<file path="config.mk">
export PLATFORM = sky130hd
export DESIGN_NAME = tce_front_flat
export DESIGN_NICKNAME = d
export VERILOG_FILES = /design/src/sv/tce_pkg.sv /design/src/sv/tce_ifs.sv /design/src/sv/tce_front.sv /design/src/flat_wrapper.sv
export SDC_FILE = /design/constraint.sdc
export NUM_CORES = 1
export LEC_CHECK = 0
export BUFFER_PORTS_ARGS = -buffer_cell sky130_fd_sc_hd__clkbuf_2
export CORE_MARGIN = 2
export CORE_UTILIZATION = 35
export DETAILED_ROUTE_END_ITERATION = 7
export GPL_ROUTABILITY_DRIVEN = 0
export PLACE_DENSITY = 0.68
export SLEW_MARGIN = 10
export SYNTH_ARGS = -nofsm -noshare
export SYNTH_HDL_FRONTEND = slang
export SYNTH_SLANG_ARGS = --single-unit
export TNS_END_PERCENT = 5
</file>
<file path="constraint.sdc">
create_clock -name vclk -period 8.2
set_input_delay 2.46 -clock vclk [all_inputs]
set_output_delay 2.46 -clock vclk [all_outputs]
set_load 0.1 [all_outputs]
</file>
<file path="src/sv/tce_pkg.sv">
// Shared types, constants and helpers for the text console character engine.
// No dependencies; every other file except tce_ram imports this package.
package tce_pkg;

  // Screen storage limits
  localparam int MAX_COLS = 128;
  localparam int MAX_ROWS = 32;
  localparam int TAB_STEP = 4;
  localparam int CELLS    = MAX_COLS * MAX_ROWS;

  // Field and register widths
  localparam int FLD_W    = 8;                            // column and row fields
  localparam int CHAR_W   = 8;
  localparam int OP_W     = 2;
  localparam int CFGC_W   = 8;                            // columns_in_use register
  localparam int CFGR_W   = 6;                            // rows_in_use register
  localparam int COL_W    = $clog2(MAX_COLS);             // on-screen column
  localparam int ROW_W    = $clog2(MAX_ROWS);             // on-screen row
  localparam int GW_W     = $clog2(MAX_COLS + 1);         // effective width
  localparam int GH_W     = $clog2(MAX_ROWS + 1);         // effective height
  localparam int CURC_W   = $clog2(MAX_COLS + TAB_STEP);  // cursor column before wrap
  localparam int CURR_W   = $clog2(MAX_ROWS + TAB_STEP + 1); // cursor row before scroll
  localparam int ADDR_W   = $clog2(CELLS);
  localparam int AREA_W   = $clog2(CELLS + 1);
  localparam int SCR_W    = 3;
  localparam int QDEPTH   = 2;
  localparam int QPTR_W   = $clog2(QDEPTH);
  localparam int QCNT_W   = $clog2(QDEPTH + 1);

  // Operation codes
  localparam logic [OP_W-1:0] OP_PUT   = 2'd0;
  localparam logic [OP_W-1:0] OP_SET   = 2'd1;
  localparam logic [OP_W-1:0] OP_CLEAR = 2'd2;
  localparam logic [OP_W-1:0] OP_READ  = 2'd3;

  // Control characters
  localparam logic [CHAR_W-1:0] CODE_BACKSPACE = 8'd8;
  localparam logic [CHAR_W-1:0] CODE_TAB       = 8'd9;
  localparam logic [CHAR_W-1:0] CODE_LINEFEED  = 8'd10;
  localparam logic [CHAR_W-1:0] CODE_RETURN    = 8'd13;
  localparam logic [CHAR_W-1:0] CODE_DELETE    = 8'd127;

  // Command kinds produced by the front end
  localparam logic [2:0] K_WRITE   = 3'd0;
  localparam logic [2:0] K_BACK    = 3'd1;
  localparam logic [2:0] K_TAB     = 3'd2;
  localparam logic [2:0] K_NEWLINE = 3'd3;
  localparam logic [2:0] K_DELETE  = 3'd4;
  localparam logic [2:0] K_SET     = 3'd5;
  localparam logic [2:0] K_CLEAR   = 3'd6;
  localparam logic [2:0] K_READ    = 3'd7;

  // Register indexes
  localparam logic REG_COLS = 1'b0;
  localparam logic REG_ROWS = 1'b1;

  typedef struct packed {
    logic [2:0]        kind;
    logic [CHAR_W-1:0] code;
    logic [COL_W-1:0]  col;
    logic [ROW_W-1:0]  row;
    logic              in_range;
  } cmd_t;

  typedef struct packed {
    logic [GW_W-1:0] w;
    logic [GH_W-1:0] h;
  } geom_t;

  typedef struct packed {
    logic init_busy;
  } be_stat_t;

  function automatic logic [GW_W-1:0] eff_cols(input logic [CFGC_W-1:0] v);
    if (v == '0) begin
      return GW_W'(1);
    end else if (GW_W'(v) > GW_W'(MAX_COLS)) begin
      return GW_W'(MAX_COLS);
    end
    return GW_W'(v);
  endfunction

  function automatic logic [GH_W-1:0] eff_rows(input logic [CFGR_W-1:0] v);
    if (v == '0) begin
      return GH_W'(1);
    end else if (GH_W'(v) > GH_W'(MAX_ROWS)) begin
      return GH_W'(MAX_ROWS);
    end
    return GH_W'(v);
  endfunction

endpackage

</file>
<file path="src/sv/tce_ifs.sv">
// Word channels of the console engine: request and response.
// Depends on tce_pkg for field widths.
interface tce_req_if import tce_pkg::*; ();
  logic              valid;
  logic              ready;
  logic [OP_W-1:0]   operation;
  logic [CHAR_W-1:0] char_code;
  logic [FLD_W-1:0]  column;
  logic [FLD_W-1:0]  row;

  modport source (output valid, operation, char_code, column, row, input ready);
  modport sink   (input valid, operation, char_code, column, row, output ready);
endinterface


</file>
<file path="src/sv/tce_front.sv">
// Front end: accepts request words, decodes them into commands, clamps
// set-cursor targets and range-checks reads. Depends on tce_pkg, tce_ifs.
module tce_front import tce_pkg::*; (
  tce_req_if.sink  req,
  input  geom_t    geom,
  input  be_stat_t stat,
  input  logic     q_full,
  output logic     push,
  output cmd_t     cmd
);

  logic [FLD_W-1:0] w_f;
  logic [FLD_W-1:0] h_f;

  assign w_f = FLD_W'(geom.w);
  assign h_f = FLD_W'(geom.h);

  // Hold off while the store is being swept after reset
  assign req.ready = !q_full && !stat.init_busy;
  assign push      = req.valid && req.ready;

  always_comb begin
    cmd          = '0;
    cmd.code     = req.char_code;
    case (req.operation)
      OP_PUT: begin
        case (req.char_code)
          CODE_BACKSPACE: cmd.kind = K_BACK;
          CODE_TAB:       cmd.kind = K_TAB;
          CODE_LINEFEED:  cmd.kind = K_NEWLINE;
          CODE_RETURN:    cmd.kind = K_NEWLINE;
          CODE_DELETE:    cmd.kind = K_DELETE;
          default:        cmd.kind = K_WRITE;
        endcase
      end
      OP_SET: begin
        cmd.kind = K_SET;
        cmd.col  = (req.column >= w_f) ? COL_W'(w_f - 1'b1) : COL_W'(req.column);
        cmd.row  = (req.row >= h_f) ? ROW_W'(h_f - 1'b1) : ROW_W'(req.row);
      end
      OP_CLEAR: begin
        cmd.kind = K_CLEAR;
      end
      default: begin
        cmd.kind     = K_READ;
        cmd.in_range = (req.column < w_f) && (req.row < h_f);
        cmd.col      = COL_W'(req.column);
        cmd.row      = ROW_W'(req.row);
      end
    endcase
  end

endmodule

</file>
<file path="src/flat_wrapper.sv">
// flat-port wrapper written by rule: the top's interface ports become plain ports
module tce_front_flat import tce_pkg::*;
  (geom, stat, q_full, push, cmd, req_valid, req_operation, req_char_code, req_column, req_row, req_ready);
  tce_req_if req_i ();
  input  geom_t geom;
  input  be_stat_t stat;
  input  logic q_full;
  output logic push;
  output cmd_t cmd;
  input wire logic [$bits(req_i.valid)-1:0] req_valid;
  input wire logic [$bits(req_i.operation)-1:0] req_operation;
  input wire logic [$bits(req_i.char_code)-1:0] req_char_code;
  input wire logic [$bits(req_i.column)-1:0] req_column;
  input wire logic [$bits(req_i.row)-1:0] req_row;
  output wire logic [$bits(req_i.ready)-1:0] req_ready;
  assign req_i.valid = req_valid;
  assign req_i.operation = req_operation;
  assign req_i.char_code = req_char_code;
  assign req_i.column = req_column;
  assign req_i.row = req_row;
  assign req_ready = req_i.ready;
  tce_front u_core (.req(req_i), .geom(geom), .stat(stat), .q_full(q_full), .push(push), .cmd(cmd));
endmodule
</file>
==> results of run 1 <==
-- logic make-up (layout without fill, tap and decap cells) --
| group | count (synthesis) | after routing | synth area share [%] |
|---|---|---|---|
| buffers and inverters | 31 | 87 | 14.3 |
| XOR/XNOR | 8 | 8 | 6.50 |
| adder cells (fa/ha/maj) | 20 | 20 | 23.2 |
| AND/OR/NAND/NOR | 50 | 50 | 24.4 |
| AO/OA/AOI/OAI | 39 | 39 | 31.7 |
-- worst min-delay path by stage --
stage	slack [ns]	endpoint	from
floorplan	5.13	cmd[13]	req_char_code[0]
global placement	5.36	cmd[20]	req_char_code[7]
detailed placement	5.37	cmd[20]	req_char_code[7]
CTS	5.37	cmd[20]	req_char_code[7]
global route	5.37	cmd[20]	req_char_code[7]
finish	5.36	cmd[20]	req_char_code[7]
-- critical path: cells and delay by family --
kind / cells / cell delay [ns]
AOI/OAI and AO/OA: 1 / 0.16
adders and majority gates: 1 / 0.44
buffers and inverters: 3 / 0.67
and+or+nand+nor: 2 / 0.75
-- power by group through the flow --
| stage | logic [mW] | clock network (mW) | registers (mW) |
|---|---|---|---|
| finish | 0.137 | 0 | 0 |
| global route | 0.146 | 0 | 0 |
| CTS | 0.137 | 0 | 0 |
| detailed placement | 0.137 | 0 | 0 |
| global placement | 0.137 | 0 | 0 |
| floorplan | 0.112 | 0 | 0 |
-- per-stage QoR --
step	worst slack, ns	power, mW	util (%)	area, sq um	std cells
2_1_floorplan	0.560	0.112	-	1080	148
3_3_place_gp	1.28	0.137	46.1	1390	237
3_5_place_dp	1.26	0.137	46.1	1390	237
4_1_cts	1.26	0.137	46.1	1390	237
5_1_grt	1.10	0.146	46.1	1390	237
6_report	1.25	0.137	46.1	1390	237
-- layer usage --
metal | vias up | track usage, % | wire (um)
met1 | 532 | 19.6 | 1240
met2 | 29 | 26.8 | 1300
met5 | - | 0 | 0
li1 | 648 | - | -
met4 | 0 | 0 | 0
met3 | 0 | 0.437 | 120
-- cell type report --
class / count / area (sq um) / area share [%]
multi-input cells: 117 / 931 / 67.2
repair buffers: 69 / 345 / 24.9
inverters: 18 / 67.6 / 4.88
well taps: 33 / 41.3 / 2.98
-- cells in the final DEF (no fill, tap or decap), types with 2 or more instances in the layout --
master and instances:
a21oi_1 5, a32o_1 4, and2_1 3, clkbuf_2 69, ha_1 20, inv_1 18, nand2_1 17, nand3_1 3
nand4_1 4, nor2_1 6, nor2b_1 3, nor3_1 4, nor3b_1 2, o211ai_1 13, o21ai_0 3, xnor2_1 6
xor2_1 2
==> impl_metrics.py, run 1 <==
metrics = {
    "critical_path": {
        "endpoint": "cmd[9]",
        "setup.worst_path.start": "req_operation[1]",
        "arrival_ns": 4.49,
        "cp-end-kind": "output pin",
        "path_class": "in2out",
        "crit_path_cell_trace": "clkbuf_2 -> inv_1 -> ha_1 -> nor2b_1 -> and2_1 -> a221o_1 -> clkbuf_2",
        "critPathMaxStageDelay_ns": 0.54,
        "crit_top_cell": "clkbuf_2",
        "path_max_fanout": 14,
        "cp_slowest_cell": "nor2b_1",
        "critPathLaunchType": "primary input",
        "required_ns": 5.74,
    },
    "timing": {
        "timing.fmax_mhz": 144,
        "fin_crit_sh_pct": 84.7,
        "worst_pin_slew_ns": 0.560,
        "period_minus_slack_ns": 6.95,
        "rsz0062_at_grt": "no",
        "finalHoldViolations": 0,
        "tns_ns": 0,
        "drv_slew": 0,
        "holdWs_ns": 5.36,
        "final-setup-viol-count": 0,
        "slew_headroom_pct": 62.6,
    },
    "floorplanning": {
        "chipHeight_um": 59.5,
        "core_area_sq_um": 3000,
        "floorplan.initialDensity_pct": 35.9,
        "design.portCount": 69,
        "die_width_um": 59.5,
        "die_area_sq_um": 3540,
        "core.rowCount": 20,
    },
    "pwr": {
        "swShare_pct": 75.7,
        "pwr-share-seq_pct": 0,
        "power_density_nw_per_um2": 98.6,
        "clock_power_share_pct": 0,
        "share_comb_of_total_power_pct": 100.0,
        "irDropWorstVdd_uv": 57.8,
        "p_leak_nw": 0.721,
        "p_switching_mw": 0.103,
        "internal_power_mw": 0.0333,
    },
    "yosys": {
        "ys_seq_area_share_pct": 0,
        "synth_area_sq_um": 1080,
        "synthTopCellsByCount": "ha_1 (20), inv_1 (18), nand2_1 (17)",
        "avgSynthCellArea_sq_um": 7.29,
        "post-synth-top-area-cell": "ha_1",
        "ys_warn_count": 0,
        "synth_cells": 148,
        "synthTopCellsByArea": "ha_1 (23%), o211ai_1 (9.0%), inv_1 (6.3%)",
        "ys_types": 41,
        "yosysMostFrequentCell": "ha_1",
        "synth_top_area_share_pct": 23.2,
        "synth_fp_nets": 211,
    },
    "route": {
        "wl_per_cell_um": 11.2,
        "routed_wl_um": 2660,
        "drtIter0Drc": 48,
        "via_per_inst": 5.10,
        "antenna_left": 0,
        "drc": 0,
        "vias": 1209,
        "dr.pass1.iters": 4,
    },
    "finish": {
        "nFlopsAndLatches": 0,
        "register_area_sq_um": 0,
        "final_layout_size_suffix_gt1_share_pct": 37.3,
        "diodes": 0,
        "fill_cells": 314,
        "layout.nets": 269,
        "synthToLayoutAreaGrowth_pct": 28.4,
        "n_clock_buffer": 0,
    },
    "hold_path": {
        "hp-class": "in2out",
        "hold-path-cell-count": 2,
    },
    "placed_design": {
        "io_buffers": 69,
        "post-dp-hpwl_um": 2390,
    },
    "clock_tree": {
        "hold_buffers": 0,
        "postCtsSetupBuffers": 0,
        "cts_resized": 0,
    },
    "global_route": {
        "grt_pass1_wl_um": 4240,
        "grtUsageTotal_pct": 14.4,
        "grt_pass1_vias": 1056,
        "antenna_found_initial": 0,
        "overflow": 0,
        "grt_max_degree": 18,
    },
    "outcome": {
        "status": "finished, final reports clean",
    },
    "run": {
        "maxCapViolations": 0,
    },
}
No activity file was read; power rests on OpenSTA's default activity.
==> run 2: changes to the inputs <==
ABC_AREA = 1   (was not set)
PLACE_DENSITY = 0.66   (was 0.68)
clock period = 7 ns   (was 8.2 ns; I/O delays follow)
==> run 2 against run 1 <==
Effect of this change:
- non-clock buffer count unchanged
- largest power group unchanged
- power grew 17%
- clock-buffer cell count stayed put
- wire length grew 8.9%
- synthesized area grew 10%
- sequential share of layout area unchanged
- via count increased by 19%
- worst setup slack got worse by 0.42 ns
- synthesized cell count up 41%
- final cell count grew 32%
- utilization up 0.20 points
- hold slack worse by 0.72 ns
==> impl_metrics.py, run 2 <==
metrics = {
    "placed_design": {
        "dpl_cell_area_sq_um": 1520,
        "io_buffers": 69,
        "post-dp-hpwl_um": 2560,
    },
    "hold_path": {
        "hp-class": "in2out",
        "hold-path-cell-count": 2,
        "hold_end": "cmd[18]",
        "min-delay-start": "req_char_code[5]",
    },
    "global_route": {
        "overflow": 0,
        "grt_pass1_vias": 1244,
        "grt_max_degree": 16,
        "grt_pass1_wl_um": 5080,
        "grtUsageTotal_pct": 15.0,
        "antenna_found_initial": 0,
    },
    "timing": {
        "rsz0062_at_grt": "no",
        "tns_ns": 0,
        "holdWs_ns": 4.65,
        "drv_slew": 0,
        "finalHoldViolations": 0,
        "final-setup-viol-count": 0,
        "slew_headroom_pct": 44.4,
        "fin_crit_sh_pct": 88.0,
        "worst_pin_slew_ns": 0.831,
        "timing.fmax_mhz": 162,
        "period_minus_slack_ns": 6.16,
    },
    "critical_path": {
        "path_class": "in2out",
        "critPathLaunchType": "primary input",
        "path_max_fanout": 15,
        "cp-end-kind": "output pin",
        "required_ns": 4.90,
        "setup.worst_path.start": "req_operation[0]",
        "arrival_ns": 4.06,
    },
    "finish": {
        "diodes": 0,
        "multiInputGateArea_sq_um": 942,
        "most-common-layout-cells": "clkbuf_2 (69), nand2_1 (61), inv_1 (45), ha_1 (20), nand3_1 (17)",
        "layout.nets": 333,
        "final_layout_size_suffix_gt1_share_pct": 29.5,
        "n_clock_buffer": 0,
        "nFlopsAndLatches": 0,
        "register_area_sq_um": 0,
        "synthToLayoutAreaGrowth_pct": 28.1,
        "fill_cells": 356,
        "final_area_sq_um": 1520,
        "layout_commonest_cell": "clkbuf_2",
    },
    "pwr": {
        "irDropWorstVdd_uv": 35.8,
        "power_density_nw_per_um2": 105,
        "p_leak_nw": 0.980,
        "power_mw": 0.159,
    },
    "yosys": {
        "synth_area_sq_um": 1190,
        "avgSynthCellArea_sq_um": 5.68,
        "ys_warn_count": 0,
        "post-synth-top-area-cell": "ha_1",
        "synth_top_area_share_pct": 21.1,
        "synthTopCellsByCount": "nand2_1 (61), inv_1 (45), ha_1 (20)",
        "ys_types": 26,
        "synthTopCellsByArea": "ha_1 (21%), nand2_1 (19%), inv_1 (14%)",
        "synth_fp_nets": 272,
        "synth_cells": 209,
        "ys_seq_area_share_pct": 0,
        "yosysMostFrequentCell": "nand2_1",
    },
    "clock_tree": {
        "postCtsSetupBuffers": 0,
        "cts_resized": 0,
        "hold_buffers": 0,
    },
    "floorplanning": {
        "core_area_sq_um": 3280,
        "die_area_sq_um": 3870,
        "design.portCount": 69,
        "chipHeight_um": 62.2,
        "die_width_um": 62.2,
        "core.rowCount": 21,
        "floorplan.initialDensity_pct": 36.2,
    },
    "route": {
        "via_per_inst": 4.58,
        "routed_wl_um": 2900,
        "vias": 1438,
        "drtIter0Drc": 21,
        "dr.pass1.iters": 4,
        "antenna_left": 0,
        "drc": 0,
        "wl_per_cell_um": 9.22,
    },
    "run": {
        "maxCapViolations": 0,
    },
    "outcome": {
        "status": "finished, final reports clean",
    },
}
[run 2: cell types whose count changed in the layout (fill, tap and decap cells not counted), moves of 4 or more]
cell / before / now
a32o_1: 4 / 0
nand4_1: 4 / 15
nand3_1: 3 / 17
inv_1: 18 / 45
xor2_1: 2 / 6
o211ai_1: 13 / 1
xnor2_1: 6 / 2
nor2_1: 6 / 10
nand2_1: 17 / 61
[run 2: cell families (layout without fill, tap and decap cells)]
kind of cell / count (synthesis) / count (layout) / share of synthesized area (%)
AO/OA/AOI/OAI: 7 / 7 / 3.37
AND/OR/NAND/NOR: 117 / 117 / 49.0
XOR/XNOR: 8 / 8 / 5.90
buffers and inverters: 57 / 116 / 20.7
adder cells (fa/ha/maj): 20 / 20 / 21.1
[run 2: final cells by class]
class | instances | share of cell area, %
Timing Repair Buffer | 69 | 22.7
Multi-Input combinational cell | 152 | 61.9
Inverter | 47 | 11.6
Tap cell | 46 | 3.78
[run 2: how the worst max path moves through the flow]
stage                          to  slack [ns]  cells after the start
after floorplan              push        0.59                      1
after global placement    cmd[10]        0.87                      6
after detailed placement   cmd[8]        0.84                      6
after CTS                  cmd[7]        0.85                      6
after global routing       cmd[9]        0.58                      6
final                     cmd[10]        0.84                      6
[run 2: per-layer routing]
metal,wire [um],up-vias,GRT usage [%]
li1,-,780,-
met1,1320,606,19.2
met2,1390,48,28.7
met3,156,4,0.362
met4,28,0,1.67
met5,0,-,0
[run 2: metrics by stage]
step	worst slack [ns]	instances	util (%)
after CTS	0.849	314	46.3
after global placement	0.874	314	46.3
after detailed placement	0.842	314	46.3
after global routing	0.578	314	46.3
after floorplan	0.588	209	-
final	0.838	314	46.3
[run 2: critical path, stage by stage]
cell,delay (ns)
clkbuf_2,0.13
ha_1,0.39
nor2_1,0.72
nand3_1,0.16
nand2_1,0.11
clkbuf_2,0.45
[run 2: power by group]
group | total (mW) | internal [mW] | switching [mW]
registers | 0 | 0 | 0
clock network | 0 | 0 | 0
logic | 0.159 | 0.0374 | 0.122
